## src/sv/kcl_pkg.sv

```systemverilog
// Shared types, codes and constants for the keypad code lock.
package kcl_pkg;

    // Code slots per entry; the card carries at most four code bytes.
    localparam int CODE_LENGTH = 4;
    localparam int CARD_BYTES  = 4;
    localparam int SLOT_IDX_W  = (CODE_LENGTH > 1) ? $clog2(CODE_LENGTH) : 1;

    localparam int CFG_IDX_W  = 3;
    localparam int CFG_DATA_W = 16;

    localparam logic [7:0]  BYTE_ABSENT = 8'hFF;
    localparam logic [15:0] TICK_MAX    = 16'hFFFF;

    localparam logic [15:0] TIMEOUT_RST   = 16'd75;
    localparam logic [2:0]  MAX_TRIES_RST = 3'd3;
    localparam logic [7:0]  KEY_UP_RST    = 8'd1;
    localparam logic [7:0]  KEY_DOWN_RST  = 8'd2;
    localparam logic [7:0]  KEY_LEFT_RST  = 8'd3;
    localparam logic [7:0]  KEY_RIGHT_RST = 8'd4;

    typedef enum logic [2:0] {
        KIND_CARD   = 3'd0,
        KIND_KEY    = 3'd1,
        KIND_ENTER  = 3'd2,
        KIND_TICK   = 3'd3,
        KIND_SET    = 3'd4,
        KIND_LOGOFF = 3'd5
    } kind_t;

    typedef enum logic [1:0] {
        MODE_IDLE = 2'd0,
        MODE_WAIT = 2'd1,
        MODE_SET  = 2'd2,
        MODE_IN   = 2'd3
    } mode_t;

    typedef enum logic [2:0] {
        MSG_NONE        = 3'd0,
        MSG_CARD_OK     = 3'd1,
        MSG_LOGIN_OK    = 3'd2,
        MSG_LOGIN_WRONG = 3'd3,
        MSG_TIMEOUT     = 3'd4,
        MSG_NEW_CODE    = 3'd5
    } msg_t;

    typedef enum logic [CFG_IDX_W-1:0] {
        CFG_TIMEOUT   = 3'd0,
        CFG_MAX_TRIES = 3'd1,
        CFG_KEY_UP    = 3'd2,
        CFG_KEY_DOWN  = 3'd3,
        CFG_KEY_LEFT  = 3'd4,
        CFG_KEY_RIGHT = 3'd5
    } cfg_reg_t;

    typedef struct packed {
        logic [2:0]  kind;
        logic [7:0]  key_code;
        logic [7:0]  card_name_first;
        logic [31:0] card_code;
    } in_item_t;

    typedef struct packed {
        logic [2:0]  message;
        logic        write_code_valid;
        logic [31:0] new_code;
        logic [2:0]  entered_count;
        logic [1:0]  session_mode;
    } out_item_t;

    typedef struct packed {
        logic [15:0] timeout_ticks;
        logic [2:0]  max_tries;
        logic [7:0]  key_up_code;
        logic [7:0]  key_down_code;
        logic [7:0]  key_left_code;
        logic [7:0]  key_right_code;
    } cfg_t;

    // Byte i of a card code word; slots past the card's bytes read as zero.
    function automatic logic [7:0] code_byte(input logic [31:0] word, input int i);
        logic [7:0] b;
        b = 8'd0;
        if (i < CARD_BYTES)
        begin
            b = word[8*i +: 8];
        end
        return b;
    endfunction

endpackage

```

## src/sv/kcl_cfg.sv

```systemverilog
// Configuration register file of the keypad code lock.
module kcl_cfg (
    input  logic                           clk,
    input  logic                           rst_n,
    input  logic                           cfg_valid,
    output logic                           cfg_ready,
    input  logic [kcl_pkg::CFG_IDX_W-1:0]  cfg_index,
    input  logic [kcl_pkg::CFG_DATA_W-1:0] cfg_data,
    output kcl_pkg::cfg_t                  cfg
);
    import kcl_pkg::*;

    cfg_t cfg_reg;

    assign cfg_ready = 1'b1;
    assign cfg       = cfg_reg;

    always_ff @(posedge clk or negedge rst_n)
    begin
        if (!rst_n)
        begin
            cfg_reg.timeout_ticks  <= TIMEOUT_RST;
            cfg_reg.max_tries      <= MAX_TRIES_RST;
            cfg_reg.key_up_code    <= KEY_UP_RST;
            cfg_reg.key_down_code  <= KEY_DOWN_RST;
            cfg_reg.key_left_code  <= KEY_LEFT_RST;
            cfg_reg.key_right_code <= KEY_RIGHT_RST;
        end
        else if (cfg_valid && cfg_ready)
        begin
            case (cfg_index)
                CFG_TIMEOUT:   cfg_reg.timeout_ticks  <= cfg_data[15:0];
                CFG_MAX_TRIES: cfg_reg.max_tries      <= cfg_data[2:0];
                CFG_KEY_UP:    cfg_reg.key_up_code    <= cfg_data[7:0];
                CFG_KEY_DOWN:  cfg_reg.key_down_code  <= cfg_data[7:0];
                CFG_KEY_LEFT:  cfg_reg.key_left_code  <= cfg_data[7:0];
                CFG_KEY_RIGHT: cfg_reg.key_right_code <= cfg_data[7:0];
                default:       ; // unmapped index, write dropped
            endcase
        end
    end

endmodule

```

## src/sv/kcl_core.sv

```systemverilog
// Session state machine and entry datapath of the keypad code lock.
module kcl_core (
    input  logic                clk,
    input  logic                rst_n,
    input  logic                step,
    input  kcl_pkg::in_item_t   item,
    input  kcl_pkg::cfg_t       cfg,
    output kcl_pkg::out_item_t  result
);
    import kcl_pkg::*;

    mode_t       mode_reg, mode_next;
    logic [31:0] stored_reg, stored_next;
    logic [2:0]  fill_reg, fill_next;
    logic [2:0]  tries_reg, tries_next;
    logic [15:0] ticks_reg, ticks_next;
    logic [7:0]  slots_reg [CODE_LENGTH];

    logic        key_store;
    logic        card_ok;
    logic        code_match;
    logic        slots_full;
    logic        entry_open;
    logic        key_known;
    logic [2:0]  tries_inc;
    logic [15:0] ticks_inc;
    logic [31:0] entered_word;
    msg_t        msg;

    assign slots_full = (fill_reg >= 3'(CODE_LENGTH));
    assign entry_open = (mode_reg == MODE_WAIT) || (mode_reg == MODE_SET);
    assign key_known  = (item.key_code == cfg.key_up_code)
                     || (item.key_code == cfg.key_down_code)
                     || (item.key_code == cfg.key_left_code)
                     || (item.key_code == cfg.key_right_code);
    assign tries_inc  = 3'(tries_reg + 3'd1);
    assign ticks_inc  = (ticks_reg == TICK_MAX) ? ticks_reg : 16'(ticks_reg + 16'd1);

    always_comb
    begin
        card_ok    = (item.card_name_first != BYTE_ABSENT);
        code_match = 1'b1;
        entered_word = 32'd0;
        for (int i = 0; i < CODE_LENGTH; i++)
        begin
            if (i < CARD_BYTES)
            begin
                if (code_byte(item.card_code, i) == BYTE_ABSENT)
                begin
                    card_ok = 1'b0;
                end
                entered_word[8*i +: 8] = slots_reg[i];
            end
            if (slots_reg[i] != code_byte(stored_reg, i))
            begin
                code_match = 1'b0;
            end
        end
    end

    // Next state and result
    always_comb
    begin
        mode_next   = mode_reg;
        stored_next = stored_reg;
        fill_next   = fill_reg;
        tries_next  = tries_reg;
        ticks_next  = ticks_reg;
        key_store   = 1'b0;
        msg         = MSG_NONE;
        result.write_code_valid = 1'b0;
        result.new_code         = 32'd0;

        case (item.kind)
            KIND_CARD:
            begin
                if (mode_reg == MODE_IDLE && card_ok)
                begin
                    stored_next = item.card_code;
                    mode_next   = MODE_WAIT;
                    fill_next   = 3'd0;
                    tries_next  = 3'd0;
                    ticks_next  = 16'd0;
                    msg         = MSG_CARD_OK;
                end
            end
            KIND_KEY:
            begin
                if (entry_open && !slots_full && key_known)
                begin
                    key_store = 1'b1;
                    fill_next = 3'(fill_reg + 3'd1);
                end
            end
            KIND_ENTER:
            begin
                if (entry_open && slots_full)
                begin
                    fill_next = 3'd0;
                    if (mode_reg == MODE_WAIT)
                    begin
                        ticks_next = 16'd0;
                        if (code_match)
                        begin
                            mode_next  = MODE_IN;
                            tries_next = 3'd0;
                            msg        = MSG_LOGIN_OK;
                        end
                        else
                        begin
                            msg = MSG_LOGIN_WRONG;
                            if (tries_inc >= cfg.max_tries)
                            begin
                                tries_next = 3'd0;
                                mode_next  = MODE_IDLE;
                            end
                            else
                            begin
                                tries_next = tries_inc;
                            end
                        end
                    end
                    else
                    begin
                        result.write_code_valid = 1'b1;
                        result.new_code         = entered_word;
                        msg                     = MSG_NEW_CODE;
                        mode_next               = MODE_IDLE;
                    end
                end
            end
            KIND_TICK:
            begin
                if (mode_reg == MODE_WAIT)
                begin
                    if (ticks_inc >= cfg.timeout_ticks)
                    begin
                        mode_next  = MODE_IDLE;
                        ticks_next = 16'd0;
                        tries_next = 3'd0;
                        fill_next  = 3'd0;
                        msg        = MSG_TIMEOUT;
                    end
                    else
                    begin
                        ticks_next = ticks_inc;
                    end
                end
            end
            KIND_SET:
            begin
                mode_next  = MODE_SET;
                fill_next  = 3'd0;
                ticks_next = 16'd0;
            end
            KIND_LOGOFF:
            begin
                mode_next  = MODE_IDLE;
                fill_next  = 3'd0;
                tries_next = 3'd0;
                ticks_next = 16'd0;
            end
            default: ; // unused kinds leave state alone
        endcase

        result.message       = msg;
        result.entered_count = fill_next;
        result.session_mode  = mode_next;
    end

    always_ff @(posedge clk or negedge rst_n)
    begin
        if (!rst_n)
        begin
            mode_reg   <= MODE_IDLE;
            stored_reg <= 32'd0;
            fill_reg   <= 3'd0;
            tries_reg  <= 3'd0;
            ticks_reg  <= 16'd0;
        end
        else if (step)
        begin
            mode_reg   <= mode_next;
            stored_reg <= stored_next;
            fill_reg   <= fill_next;
            tries_reg  <= tries_next;
            ticks_reg  <= ticks_next;
        end
    end

    // Slots are only read once all have been written
    always_ff @(posedge clk)
    begin
        if (step && key_store)
        begin
            slots_reg[fill_reg[SLOT_IDX_W-1:0]] <= item.key_code;
        end
    end

    a_fill_bound: assert property (@(posedge clk) disable iff (!rst_n)
        fill_reg <= 3'(CODE_LENGTH))
        else $error("fill count past slot count");

    a_idle_empty: assert property (@(posedge clk) disable iff (!rst_n)
        (mode_reg == MODE_IDLE || mode_reg == MODE_IN) |-> fill_reg == 3'd0)
        else $error("slots filled outside entry");

    a_hold: assert property (@(posedge clk) disable iff (!rst_n)
        !step |=> $stable(mode_reg) && $stable(fill_reg) && $stable(stored_reg))
        else $error("state moved without an item");

endmodule

```

## src/sv/keypad_code_lock_core.sv

```systemverilog
// Top level of the keypad code lock: item register, session core, result register.
//
// Usage:
//   item channel   (item_valid / item_ready / item): one event per item -
//                  card read, key press, enter, tick, set-code request, logoff.
//   result channel (result_valid / result_ready / result): exactly one result
//                  item per input item, in order: message, code to write back,
//                  slots filled and session mode after the event.
//   cfg channel    (cfg_valid / cfg_ready / cfg_index / cfg_data): register
//                  writes, always ready; write only while the lock is idle.
// Result path: the item register loads at the accepting edge, and one pass
//   through the session logic then loads the result register once that is
//   free or being emptied.
// Throughput: one item per cycle while result_ready is high; the state update
//   in the session core sets this, each item seeing the state the previous left.
// Reset: session idle, stored code zero, counters cleared, registers at
//   their defaults; both pipeline registers empty.
// Stall: while result_ready is low the result register holds; the item
//   register still takes one more item, then item_ready drops.
module keypad_code_lock_core (
    input  logic                           clk,
    input  logic                           rst_n,
    input  logic                           item_valid,
    output logic                           item_ready,
    input  kcl_pkg::in_item_t              item,
    output logic                           result_valid,
    input  logic                           result_ready,
    output kcl_pkg::out_item_t             result,
    input  logic                           cfg_valid,
    output logic                           cfg_ready,
    input  logic [kcl_pkg::CFG_IDX_W-1:0]  cfg_index,
    input  logic [kcl_pkg::CFG_DATA_W-1:0] cfg_data
);
    import kcl_pkg::*;

    cfg_t      cfg;
    in_item_t  item_reg;
    logic      item_valid_reg;
    out_item_t core_result;
    out_item_t result_reg;
    logic      result_valid_reg;
    logic      advance;

    // item moves on when the result register is free or being emptied
    assign advance      = item_valid_reg && (!result_valid_reg || result_ready);
    assign item_ready   = !item_valid_reg || advance;
    assign result_valid = result_valid_reg;
    assign result       = result_reg;

    kcl_cfg u_cfg (
        .clk       (clk),
        .rst_n     (rst_n),
        .cfg_valid (cfg_valid),
        .cfg_ready (cfg_ready),
        .cfg_index (cfg_index),
        .cfg_data  (cfg_data),
        .cfg       (cfg)
    );

    kcl_core u_core (
        .clk    (clk),
        .rst_n  (rst_n),
        .step   (advance),
        .item   (item_reg),
        .cfg    (cfg),
        .result (core_result)
    );

    // Item register
    always_ff @(posedge clk or negedge rst_n)
    begin
        if (!rst_n)
        begin
            item_valid_reg <= 1'b0;
        end
        else if (item_valid && item_ready)
        begin
            item_valid_reg <= 1'b1;
        end
        else if (advance)
        begin
            item_valid_reg <= 1'b0;
        end
    end

    always_ff @(posedge clk)
    begin
        if (item_valid && item_ready)
        begin
            item_reg <= item;
        end
    end

    // Result register
    always_ff @(posedge clk or negedge rst_n)
    begin
        if (!rst_n)
        begin
            result_valid_reg <= 1'b0;
        end
        else if (advance)
        begin
            result_valid_reg <= 1'b1;
        end
        else if (result_ready)
        begin
            result_valid_reg <= 1'b0;
        end
    end

    always_ff @(posedge clk)
    begin
        if (advance)
        begin
            result_reg <= core_result;
        end
    end

    a_item_kept: assert property (@(posedge clk) disable iff (!rst_n)
        item_valid_reg && !advance |=> item_valid_reg && $stable(item_reg))
        else $error("stalled item lost");

    a_write_msg: assert property (@(posedge clk) disable iff (!rst_n)
        result_valid && result.write_code_valid |->
            result.message == MSG_NEW_CODE && result.session_mode == MODE_IDLE)
        else $error("code write without acknowledge");

    a_code_zero: assert property (@(posedge clk) disable iff (!rst_n)
        result_valid && !result.write_code_valid |-> result.new_code == 32'd0)
        else $error("new code driven without write");

endmodule
```

## config.mk

```make
export PLATFORM = sky130hd
export DESIGN_NAME = keypad_code_lock_core
export DESIGN_NICKNAME = d
export VERILOG_FILES = /design/src/sv/kcl_pkg.sv /design/src/sv/kcl_cfg.sv /design/src/sv/kcl_core.sv /design/src/sv/keypad_code_lock_core.sv
export SDC_FILE = /design/constraint.sdc
export NUM_CORES = 1
export LEC_CHECK = 0
export BUFFER_PORTS_ARGS = -buffer_cell sky130_fd_sc_hd__buf_2
export CAP_MARGIN = 20
export CORE_UTILIZATION = 45
export CTS_BUF_LIST = sky130_fd_sc_hd__clkbuf_4 sky130_fd_sc_hd__clkbuf_8
export DETAILED_ROUTE_END_ITERATION = 8
export GPL_ROUTABILITY_DRIVEN = 0
export GPL_TIMING_DRIVEN = 0
export MAX_ROUTING_LAYER = met4
export SYNTH_ARGS = -nofsm -noshare
export SYNTH_HDL_FRONTEND = slang
export SYNTH_SLANG_ARGS = --single-unit
```

## constraint.sdc

```tcl
create_clock -name clk -period 4.05 [get_ports clk]
set_clock_uncertainty 0.1 [all_clocks]
set_input_delay 0.81 -clock clk [delete_from_list [all_inputs] [get_ports clk]]
set_output_delay 0.81 -clock clk [all_outputs]
set_load 0.1 [all_outputs]
```

==> results.toml <==
[outcome]
outcome = "complete, no violations"

[timing]
finalHoldViolations = 0
rsz0062_at_grt = "true"
worstMarginPinSlew_ns = 1.076
drv_slew = 0
period_minus_slack_ns = 3.936
fmax_mhz = 254.1
fin_crit_sh_pct = 97.19
setup_violations = 0
layout_setup_ws_ns = 0.1139
fin_tns_setup_ns = 0
relSlewSlack_pct = 27.58

[grt]
overflow = 0
grt_pass1_vias = 6537
grt_start_max_net_pins = 75
antenna_found_initial = 1
grt_pass1_wl_mm = 35.46
grt_util_all_layers_pct = 20.11

[worst_setup_path]
critical_path_class = "reg2reg"
critPathMaxFanout = 10
required_ns = 4.40
slowest_stage = "nor4_4"
crit_path_start = "u_core.ticks_reg[3]"
slowest_delay_ns = 0.39
startpoint_type = "register"
cp_cell_sequence = "buf_2 > and4_1 > nand3_2 > nor4_4 > or3_1 > buf_2 > or3_4 > nand2_2 > ha_1 > a21oi_1 > nor3_1 > nor4_2 > nand3_2 > nor4_4 > buf_6 > buf_8 > nand2_2 > a31oi_1"
setup.worst_path.end_class = "register"
critical_path_arrival_ns = 4.29
r2r-start = "u_core.ticks_reg[3]"

[place]
pre_cts_slack_ns = -0.08431
dp_hpwl_mm = 15.92
numPortBuffers = 117
dpl_cell_area_um2 = 11360

[logic_synthesis]
ys.flop_type = "edfxtp_1"
async_flop_share_pct = 46.78
synth_warnings = 0
synth.distinct_cells = 64
syn_avg_cell_area_um2 = 13.43
syn_nets = 875
netlist_instances = 770
syn-cell-area_um2 = 10340
synth-seq-cells = 233
synth-seq-area-share_pct = 62.53
synth_edf_count = 124

[cts]
clkTransAtPathRegs_ns = 0.06
cts_buffers = 40
htreeDepth = 2
clock-sinks = 233
ctsHoldBuffers = 0
cts_buffer_depth = 3
clock_latency_ns = 0.53
clockRootBuffer = "clkbuf_8"
cts_tree = "built"

[floorplan]
initial_core_util_pct = 45.80
die_h_um = 153.6
die-area_um2 = 23590
io_pins = 119
core-area_um2 = 22570
rows = 55
die_x_um = 153.6

[drt]
postRouteAntennaNets = 0
drc_errors = 0
firstDrtPassIters = 4
viasPerCell = 5.170
wl_per_cell_um = 17.69
totalWireLength_mm = 22.22
vias = 6493
drtIter0Drc = 287

[pwr]
p_leak_nw = 5.109
power.density_nw_per_um2 = 538.4
vdd_drop_max_v = 0.0003355
total_power_mw = 6.634

[finish]
drive_above_1_share_pct = 32.44
final_cell_area_um2 = 12320
final_nets = 1044
diodes = 0
area_growth_syn_to_layout_pct = 19.17

[hold_path]
hold_path_class = "in2async"

[flow_run]
maxCapViolCount = 0
critical path, delay by kind of cell (launching register included):
kind	cells	cell delay, ns
adders and majority gates	1	0.25
buffers and inverters	4	0.63
DFF	1	0.36
and+or+nand+nor	11	2.18
AOI/OAI and AO/OA	2	0.30
cell families (layout without fill, tap and decap cells):
family,Yosys count,count (layout),synth area share (%)
compound gates,94,94,6.003
mux,69,69,7.515
flops,233,233,62.53
simple gates,211,211,11.55
xor+xnor,75,75,6.354
other cells,1,1,0.03627
fa+ha+maj,30,30,3.631
buf+inv,57,258,2.384
layout make-up:
cell class              instances  area [um2]
repair buffers                127       706.9
clock buffers                  65       788.3
multi-input cells             480        3657
clock inverters                 9       97.59
plain buffers                  27       135.1
well taps                     285       356.6
inverters                      30       112.6
flip-flops and latches        233        6466
fillers                      1997       10250
power by group:
| group | internal [mW] | switching (mW) | leakage [nW] |
|---|---|---|---|
| sequential | 2.88 | 0.235 | 2.54 |
| combinational | 0.512 | 0.719 | 2.09 |
| clock | 1.36 | 0.920 | 0.477 |
| total | 4.76 | 1.87 | 5.11 |
cell usage in the layout, fill, tap and decap left out, types with 30 or more instances in the layout:
cell type / count
xnor2_1: 70
mux2_2: 66
inv_1: 30
buf_2: 126
and2_1: 32
clkbuf_8: 48
dfrtp_1: 97
nand4_1: 32
nand2_1: 51
edfxtp_1: 124
synthesized netlist by cell type (11+ instances only):
library cell	n	share of area [%]
edfxtp_1	124	36
dfrtp_1	98	24
xnor2_1	70	5.9
mux2_2	66	7.2
nand2_1	53	1.9
and2_1	33	2.0
nand4_1	32	1.9
ha_1	30	3.6
inv_1	30	1.1
o21ai_0	27	1.3
nor2_1	21	0.76
a21oi_1	16	0.77
clkbuf_1	15	0.54
dfstp_2	11	2.8
nand2b_1	11	0.67
nand3_1	11	0.53
per-layer routing:
| layer | share of wire [%] | wire length, um | GRT usage (%) | up-vias |
|---|---|---|---|---|
| li1 | - | - | - | 3143 |
| met1 | 47 | 10370 | 27.43 | 3149 |
| met2 | 47 | 10390 | 30.91 | 170 |
| met3 | 4.7 | 1050 | 3.692 | 31 |
| met4 | 1.8 | 411 | 5.571 | 0 |
| met5 | 0 | 0 | - | - |
per-stage QoR:
stage               util [%]  hold WS (ns)  cells
floorplan                  -        0.3572    770
global placement       49.98        0.3660   1172
detailed placement     50.34        0.3757   1176
CTS                    54.32       0.07339   1251
global route           54.58        0.1000   1256
finish                 54.58       0.09420   1256
final timing paths:
path / endpoint / slack, ns / cells after the start
worst max-delay path: u_core.ticks_reg[8] / 0.11 / 18
worst min-delay path: item_valid_reg / 0.09 / 1
worst max register to register: u_core.ticks_reg[8] / 0.11 / 18
worst min register to register: result_valid / 0.38 / 1
max in group asynchronous: u_cfg.cfg[17] / 3.01 / 2
min in group clk: item_reg[45] / 0.36 / 1
repair_timing:
action                     4_1_cts  5_1_grt
cloned                           0        1
pin swaps                        1        4
setup endpoints to repair       14       22
buffers inserted                 1        4
gates resized for setup          1        8
Note: power is estimated with default switching activity, not from simulation.
